--- config.mk ---
export PLATFORM = sky130hd
export DESIGN_NAME = cdt_cell
export DESIGN_NICKNAME = d
export VERILOG_FILES = /design/src/hdl/cdt_pkg.sv /design/src/hdl/cdt_cell.sv
export SDC_FILE = /design/constraint.sdc
export NUM_CORES = 1
export LEC_CHECK = 0
export BUFFER_PORTS_ARGS = -buffer_cell sky130_fd_sc_hd__buf_2
export CAP_MARGIN = 20
export CORE_AREA = 10 10 481 483
export DETAILED_ROUTE_END_ITERATION = 8
export DIE_AREA = 0 0 491 493
export PLACE_DENSITY = 0.3
export SLEW_MARGIN = 10
export SYNTH_ARGS = -nofsm -noshare
export SYNTH_HDL_FRONTEND = slang
export SYNTH_SLANG_ARGS = --single-unit
--- constraint.sdc ---
create_clock -name clk -period 6.1 [get_ports clk]
set_clock_uncertainty 0.2 [all_clocks]
set_input_delay 0.305 -clock clk [delete_from_list [all_inputs] [get_ports clk]]
set_output_delay 0.305 -clock clk [all_outputs]
set_load 0.02 [all_outputs]
--- src/hdl/cdt_pkg.sv ---
// Package for the connection demux table: entry record, widths, codes and the bucket hash.
// No dependencies; used by cdt_cell and connection_demux_table_top.
package cdt_pkg;

	localparam int TABLE_ENTRIES = 64;
	localparam int HASH_BUCKETS  = 32;
	localparam int BKT_W = (HASH_BUCKETS > 1) ? $clog2(HASH_BUCKETS) : 1;
	localparam int IDX_W = $clog2(TABLE_ENTRIES);
	localparam int GRP   = 8;
	localparam int NGRP  = (TABLE_ENTRIES + GRP - 1) / GRP;
	localparam int NFLAG = 6;

	localparam logic [2:0] KIND_EXACT    = 3'd0;
	localparam logic [2:0] KIND_ADDRPORT = 3'd1;
	localparam logic [2:0] KIND_PORT     = 3'd2;
	localparam logic [2:0] KIND_ADDR     = 3'd3;
	localparam logic [2:0] KIND_ANY      = 3'd4;

	// Bit 5 of a cell's hit vector is the remove match; bits 0..4 follow the kinds.
	localparam int FLAG_RMV = 5;

	localparam logic [1:0] CMD_INSERT = 2'd0;
	localparam logic [1:0] CMD_REMOVE = 2'd1;
	localparam logic [1:0] CMD_LOOKUP = 2'd2;

	localparam logic [1:0] STAT_DONE  = 2'd0;
	localparam logic [1:0] STAT_FULL  = 2'd1;
	localparam logic [1:0] STAT_NOENT = 2'd2;

	typedef struct packed {
		logic [2:0]       kind;
		logic [BKT_W-1:0] bucket;
		logic [63:0]      remote_hi;
		logic [63:0]      remote_lo;
		logic [15:0]      remote_port;
		logic [63:0]      local_hi;
		logic [63:0]      local_lo;
		logic [15:0]      local_port;
		logic [9:0]       conn;
	} entry_t;

	// Search key broadcast to every cell, with the bucket of each kind.
	typedef struct packed {
		entry_t               key;
		logic [4:0][BKT_W-1:0] bkt;
	} search_t;

	// Shift control broadcast to every cell.
	typedef struct packed {
		logic             shift_dn;
		logic             shift_up;
		logic [IDX_W-1:0] idx;
	} shift_ctl_t;

	function automatic logic [BKT_W-1:0] bucket_of(input logic [7:0] ra, input logic [15:0] rp,
			input logic [7:0] la, input logic [15:0] lp);
		logic [31:0] x;
		x = {ra, 24'h0} ^ {rp, 16'h0} ^ {16'h0, la, 8'h0} ^ {16'h0, lp};
		return (HASH_BUCKETS > 1) ? x[BKT_W-1:0] : '0;
	endfunction

endpackage

--- src/hdl/cdt_cell.sv ---
// One table slot: holds an entry, shifts with its neighbors and compares against the key.
// Depends on cdt_pkg.
module cdt_cell (
	input  logic                    clk,
	input  logic                    arst_n,
	input  logic [cdt_pkg::IDX_W-1:0] cell_idx,
	input  cdt_pkg::shift_ctl_t     ctl,
	input  cdt_pkg::search_t        srch,
	input  logic                    up_valid,
	input  cdt_pkg::entry_t         up_entry,
	input  logic                    dn_valid,
	input  cdt_pkg::entry_t         dn_entry,
	output logic                    valid,
	output cdt_pkg::entry_t         entry,
	output logic [cdt_pkg::NFLAG-1:0] hit
);

	logic                        valid_q;
	cdt_pkg::entry_t             entry_q;
	logic [cdt_pkg::NFLAG-1:0]   hit_q;
	logic                        take_up;
	logic                        take_dn;
	logic                        eq_raddr, eq_laddr, eq_lp;
	logic [cdt_pkg::NFLAG-1:0]   hit_d;

	assign take_up = ctl.shift_dn;
	assign take_dn = ctl.shift_up && (cell_idx >= ctl.idx);

	always_ff @(posedge clk or negedge arst_n) begin
		if (!arst_n) begin
			valid_q <= 1'b0;
		end else if (take_up) begin
			valid_q <= up_valid;
		end else if (take_dn) begin
			valid_q <= dn_valid;
		end
	end

	always_ff @(posedge clk) begin
		if (take_up) begin
			entry_q <= up_entry;
		end else if (take_dn) begin
			entry_q <= dn_entry;
		end
	end

	always_comb begin
		eq_raddr = (entry_q.remote_hi == srch.key.remote_hi) &&
			(entry_q.remote_lo == srch.key.remote_lo) &&
			(entry_q.remote_port == srch.key.remote_port);
		eq_laddr = (entry_q.local_hi == srch.key.local_hi) &&
			(entry_q.local_lo == srch.key.local_lo);
		eq_lp = entry_q.local_port == srch.key.local_port;
		hit_d[cdt_pkg::KIND_EXACT] = (entry_q.kind == cdt_pkg::KIND_EXACT) &&
			(entry_q.bucket == srch.bkt[0]) && eq_raddr && eq_laddr && eq_lp;
		hit_d[cdt_pkg::KIND_ADDRPORT] = (entry_q.kind == cdt_pkg::KIND_ADDRPORT) &&
			(entry_q.bucket == srch.bkt[1]) && eq_laddr && eq_lp;
		hit_d[cdt_pkg::KIND_PORT] = (entry_q.kind == cdt_pkg::KIND_PORT) &&
			(entry_q.bucket == srch.bkt[2]) && eq_lp;
		hit_d[cdt_pkg::KIND_ADDR] = (entry_q.kind == cdt_pkg::KIND_ADDR) &&
			(entry_q.bucket == srch.bkt[3]) && eq_laddr;
		hit_d[cdt_pkg::KIND_ANY] = (entry_q.kind == cdt_pkg::KIND_ANY) &&
			(entry_q.bucket == srch.bkt[4]);
		hit_d[cdt_pkg::FLAG_RMV] = (entry_q.conn == srch.key.conn) &&
			(entry_q.bucket == srch.bkt[0]);
		if (!valid_q) begin
			hit_d = '0;
		end
	end

	always_ff @(posedge clk or negedge arst_n) begin
		if (!arst_n) begin
			hit_q <= '0;
		end else begin
			hit_q <= hit_d;
		end
	end

	assign valid = valid_q;
	assign entry = entry_q;
	assign hit   = hit_q;

endmodule

==> results.md, run 1 <==
* Outcome: finished clean
* Vias in the first global route at 20300
* Cell variety after synth at 37
* Fmax achieved at 296 MHz
* Syn_area_per_cell at 14.7 µm²
* Layout Area Growth over Synthesis at 107%
* DR iter-0 viols at 895
* Max-cap violations at 0
* Io pins at 1274
* CP Max Fanout at 3
* Row cnt at 173
* CTS Buffer Depth at 3
* Final period util at 0.553
* Crit path DAT at 3.69 ns
* CP Class: flop to flop
* Endpoints failing setup at 0
* Max-slew headroom at 0.353
* Antenna Violating Nets Remaining at 0
* DR pass1 iterations at 5
* Register bit total from synthesis at 313
* Global route overflow at 0
* Worst setup SP type: flop
* CTS Buf Count at 47
* Post-DP Area at 0.0270 mm²
* Post-Synthesis Cell Area at 0.0168 mm²
* Die area at 0.242 mm²
* CTS tree: yes
* Postcts setup bufs at 0
* Top-area cell type share of the netlist area at 0.545
* Sink Count at 313
* Clock root cell: clkbuf_16
* R2r setup slk at 2.73 ns
* Die X at 491 µm
* Initial antenna violation count at 164
* Largest net degree at the start of global routing at 106
* Mapped Nets at 2111
* First-pass GRT wire length at 201 mm
* IR drop worst, VDD at 0.176 mV
* Drt wl/cell at 25.7 µm
* Worst Tran Pin Value at 0.961 ns
* Synth area leaders: edfxtp_1 55%, mux2_2 20%, xnor2_1 13%
* Post-CTS resize count at 0
* DRC viols at 0
* Vias at 18400
* Crit path required time at 6.42 ns
* P_leak at 13.9 nW
* FFs w/ async S/R, synth at 0.0224
* Final-report hold violation count at 0
* Skew-Pair Late Insertion Delay at 0.64 ns
* CTS H-tree lvls at 2
* DP HPWL at 137 mm
* Clock-pin slew on the worst setup and hold paths at 0.06 ns
* Hold slack at 0.125 ns
* Worst Setup End Kind: flop
* Synth warn at 0
* Post-synth EDFFs at 306
* Drt via density at 3.01
* Synth cell count leaders: 306 x edfxtp_1, 299 x mux2_2, 251 x xnor2_1
* Final GP Congestion at 0.933
* Biggest area consumer among synthesized cells: edfxtp_1
* Port bufs at 1265
* Starting Density at 0.0761
* Total GRT Usage at 0.123
* PwrDens at 230 mW/mm²
* Die Y at 493 µm
* Ys flop type: edfxtp_1
* Fill count at 25100
* Post-route cell area at 0.0349 mm²
* RSZ-0062 raised after global routing: no
* Setup tns final at 0 ns
* Wirelength, routed at 157 mm
* Hold_buf cts at 632
* Core Region at 0.221 mm²
* Layout Nets at 4035
* Min Tclk post-route at 3.37 ns
* Sequential area share after synthesis at 0.556
* Layout cells sized above 1 at 0.535
* Max-slew violations at 0
* Synthesized instance count at 1144
* Hold crit path type: primary input to flop
* Count leader, synth: edfxtp_1
## cell usage in the layout, fill, tap and decap left out, types with 3 or more instances in the layout
master	count
mux2_1	7
nand3_1	6
edfxtp_1	306
clkinv_1	8
nand4_1	63
nor4_1	20
clkbuf_1	19
dfrtp_1	7
nor4_2	10
diode_2	48
o22ai_1	4
clkbuf_16	49
nand4_2	4
xor2_1	61
dlygate4sd3_1	632
xnor2_1	251
o21ai_0	4
nand2_1	6
ha_1	6
inv_1	18
buf_2	1264
nor2_1	3
buf_4	12
clkinv_2	4
nor3_1	6
buf_12	5
mux2_2	299
bufinv_16	3
nor2b_1	3
## area by class of cell
cell class                 count  area [µm²]  share of cell area
clock inverter                17         155             0.00444
inverter                      18        67.6             0.00194
clock buffer                  69        1310              0.0376
sequential                   313        9360               0.268
tap                         2975        3720               0.107
antenna                       48         120             0.00344
timing repair buffer        1914       12900               0.368
multi-input combinational    774        7310               0.209
## path summary, 6_finish.rpt
kind / cells after the start / from / to
min in group asynchronous: 3 / arst_n / valid$_DFFE_PN0P_
worst max-delay path: 6 / entry[104]$_DFFE_PP_ / hit[0]$_DFF_PN0_
worst min-delay path: 7 / srch[225] / hit[0]$_DFF_PN0_
max in group asynchronous: 3 / arst_n / hit[1]$_DFF_PN0_
worst min register to register: 2 / entry[303]$_DFFE_PP_ / hit[1]$_DFF_PN0_
worst max register to register: 6 / entry[104]$_DFFE_PP_ / hit[0]$_DFF_PN0_
## cells by family (layout without fill, tap and decap cells)
logic type / count (synthesis) / after routing / synth area share
DFF: 313 / 313 / 0.556
xor gates and xnor gates: 312 / 312 / 0.162
muxes: 307 / 307 / 0.205
and+or+nand+nor: 130 / 130 / 0.0511
buffers and inverters: 57 / 2018 / 0.0127
AOI/OAI and AO/OA: 19 / 19 / 0.00854
adders and majority gates: 6 / 6 / 0.00446
other: 0 / 48 / 0
## power breakdown
part           internal, W  total (W)  switching (W)
Combinational      0.00112    0.00232        0.00120
Sequential         0.00271    0.00297       0.000266
Clock              0.00160    0.00276        0.00115
## worst max-delay path: stages (launching register included)
cell	delay, ns
edfxtp_1	0.48
xnor2_1	0.21
nand4_1	0.11
nor2_1	0.58
nand4_1	0.54
or4_4	0.80
nor4_2	0.30
## routing by layer
metal	track usage	wire length (µm)	vias up
met2	0.214	75900	1107
li1	-	-	8226
met5	0	614	-
met4	0.0305	4180	94
met3	0.0562	18500	288
met1	0.136	58100	8726
## flip-flops by register name, indices dropped and copies added (netlist names)
name   count
entry    306
hit        6
valid      1
## per-stage QoR
stage	total power [W]	utilization	std cells	worst slack (ns)
6_report	0.00804	0.158	6128	2.73
5_1_grt	0.00844	0.157	6097	2.62
4_1_cts	0.00825	0.157	6080	2.63
3_5_place_dp	0.00496	0.122	5362	2.47
3_3_place_gp	0.00498	0.122	5362	2.44
2_1_floorplan	0.00387	-	1144	0.705
Note: power is estimated with default switching activity, not from simulation.
==> inputs of run 2 (changes only) <==
==> constraint.sdc (replaced) <==
create_clock -name clk -period 3.3 [get_ports clk]
set_clock_uncertainty 0.2 [all_clocks]
set_input_delay 0.165 -clock clk [delete_from_list [all_inputs] [get_ports clk]]
set_output_delay 0.165 -clock clk [all_outputs]
set_load 0.02 [all_outputs]
==> run 2 against run 1 <==
Utilization rose by 0.25 points. Total power rose by 87%. Worst setup slack got worse by 2.5 ns. Largest cell class unchanged. Maximum frequency rose by 8.7%. Cell count rose by 0.86%.
==> results.md, run 2 (same netlist as run 1, synthesis figures left out) <==
* Max-slew violations at 0 (unchanged)
* Layout Area Growth over Synthesis at 111% (was 107%)
* Sink Count at 313 (unchanged)
* Reg2Reg Depth at 8 (was 6)
* Min Tclk post-route at 3.11 ns (was 3.37 ns)
* IR drop worst, VDD at 0.296 mV (was 0.176 mV)
* First-pass GRT wire length at 226 mm (was 201 mm)
* CP max stage delay at 0.54 ns (was 0.80 ns)
* Crit path required time at 3.65 ns (was 6.42 ns)
* Row cnt at 173 (unchanged)
* Worst hold path depth at 5 (was 7)
* Worst setup SP type: flop (unchanged)
* Die area at 0.242 mm² (unchanged)
* Total GRT Usage at 0.142 (was 0.123)
* Critical path depth in cells at 8 (was 6)
* Antenna Violating Nets Remaining at 0 (unchanged)
* Final period util at 0.941 (was 0.553)
* Postcts setup bufs at 0 (unchanged)
* CP Buf/Inv Count at 2 (was 0)
* Clock-pin slew on the worst setup and hold paths at 0.08 ns (was 0.06 ns)
* CP top delay family: simple AND/OR/NAND/NOR gates (unchanged)
* Max-cap violations at 0 (unchanged)
* Outcome: finished clean (unchanged)
* RSZ-0062 raised after global routing: no (unchanged)
* Commonest non-fill, non-tap cell in the layout: buf_2 (unchanged)
* CP Cell Sequence: xnor2_1 -> nand4_1 -> nor4_2 -> buf_4 -> nand4_1 -> buf_4 -> or4_4 -> nor4_2 (was xnor2_1 -> nand4_1 -> nor2_1 -> nand4_1 -> or4_4 -> nor4_2)
* Worst Setup End Kind: flop (unchanged)
* DRC viols at 0 (unchanged)
* Global route overflow at 0 (unchanged)
* Setup tns final at 0 ns (unchanged)
* Crit path DAT at 3.46 ns (was 3.69 ns)
* Fmax achieved at 322 MHz (was 296 MHz)
* DR iter-0 viols at 1008 (was 895)
* Final GP Congestion at 0.958 (was 0.933)
* CP Class: flop to flop (unchanged)
* DR pass1 iterations at 4 (was 5)
* Most frequent cells in the layout: 1264 x buf_2, 659 x dlygate4sd3_1, 306 x edfxtp_1 (was 1264 x buf_2, 632 x dlygate4sd3_1, 306 x edfxtp_1)
* PwrDens at 423 mW/mm² (was 230 mW/mm²)
* Skew-Pair Late Insertion Delay at 0.67 ns (was 0.64 ns)
* Largest net degree at the start of global routing at 63 (was 106)
* Port bufs at 1265 (unchanged)
* CTS H-tree lvls at 2 (unchanged)
* Final-report hold violation count at 0 (unchanged)
* Vias at 19200 (was 18400)
* Max reg flops at 306 (unchanged)
* CTS Buffer Depth at 3 (unchanged)
* CTS Buf Count at 48 (was 47)
* Starting Density at 0.0761 (unchanged)
* DP HPWL at 161 mm (was 137 mm)
* Io pins at 1274 (unchanged)
* Core Region at 0.221 mm² (unchanged)
* Fill count at 25100 (about the same)
* Post-route cell area at 0.0355 mm² (was 0.0349 mm²)
* Die X at 491 µm (unchanged)
* Max-slew headroom at 0.456 (was 0.353)
* CTS tree: yes (unchanged)
* Vias in the first global route at 20800 (was 20300)
* Endpoints failing setup at 0 (unchanged)
* Layout cells sized above 1 at 0.535 (about the same)
* Drt wl/cell at 29.2 µm (was 25.7 µm)
* Drt via density at 3.11 (was 3.01)
* CP Max Fanout at 3 (unchanged)
* Die Y at 493 µm (unchanged)
* Initial antenna violation count at 259 (was 164)
* Layout Nets at 4095 (was 4035)
* Hold crit path type: primary input to flop (unchanged)
* P_leak at 14.2 nW (was 13.9 nW)
* Crit path max-delay cell type: or4_4 (unchanged)
* Post-DP Area at 0.0273 mm² (was 0.0270 mm²)
* Clock root cell: clkbuf_16 (unchanged)
* Wirelength, routed at 181 mm (was 157 mm)
* Worst Tran Pin Value at 0.814 ns (was 0.961 ns)
[run 2: cell count changes in the layout (fill, tap and decap cells not counted), moves of 2 or more]
cell	before	now
nor4_2	10	4
clkbuf_1	19	14
buf_12	5	11
nor4_1	20	26
clkinv_2	4	6
clkinv_1	8	10
diode_2	48	44
dlygate4sd3_1	632	659
clkinvlp_4	2	0
clkinv_16	0	2
buf_4	12	38
[run 2: per-stage QoR]
step	worst slack, ns	instances	hold slack [ns]	utilization	power [W]
after CTS	0.0568	6137	0.00569	0.160	0.0155
after detailed placement	0.0997	5394	-0.0132	0.123	0.00933
after global routing	0.0149	6144	0.0345	0.160	0.0157
final	0.195	6181	0.0468	0.160	0.0150
after floorplan	-0.292	1144	-0.331	-	0.00713
after global placement	0.114	5394	-0.0121	0.123	0.00935
[run 2: worst paths after layout]
path | startpoint | endpoint | slack, ns
worst min register to register | entry[303]$_DFFE_PP_ | hit[1]$_DFF_PN0_ | 0.44
max in group asynchronous | arst_n | hit[5]$_DFF_PN0_ | 1.76
min in group asynchronous | arst_n | hit[0]$_DFF_PN0_ | 0.62
worst max register to register | entry[101]$_DFFE_PP_ | hit[0]$_DFF_PN0_ | 0.19
worst min-delay path | srch[41] | hit[0]$_DFF_PN0_ | 0.05
worst max-delay path | entry[101]$_DFFE_PP_ | hit[0]$_DFF_PN0_ | 0.19
[run 2: layer usage]
| layer | share of wire | GRT usage |
|---|---|---|
| met1 | 0.35 | 0.148 |
| met2 | 0.49 | 0.255 |
| met3 | 0.13 | 0.0784 |
| met4 | 0.023 | 0.0205 |
| met5 | 0.0059 | 0 |
[run 2: worst min-delay path, stage by stage]
cell and delay, ns:
buf_2 0.11, xnor2_1 0.07, nand3_1 0.26, or4_1 0.19, nor4_2 0.05
[run 2: timing repair]
action / CTS / global route
resized for setup: 0 / 1
setup endpoints to repair: 0 / 1
endpoints found under the hold margin: 344 / 0
hold buffers: 659 / 0
[run 2: area by class of cell]
class | instances | area [µm²] | area share
repair buffers | 1973 | 13400 | 0.379
flip-flops and latches | 313 | 9360 | 0.264
multi-input cells | 774 | 7300 | 0.206
well taps | 2975 | 3720 | 0.105
clock buffers | 63 | 1270 | 0.0357
clock inverters | 21 | 196 | 0.00554
diodes | 44 | 110 | 0.00310
inverters | 18 | 70.1 | 0.00198
[run 2: where the power goes]
group / switching [W] / internal (W)
Combinational: 0.00232 / 0.00215
Clock: 0.00223 / 0.00285
Sequential: 0.000475 / 0.00500
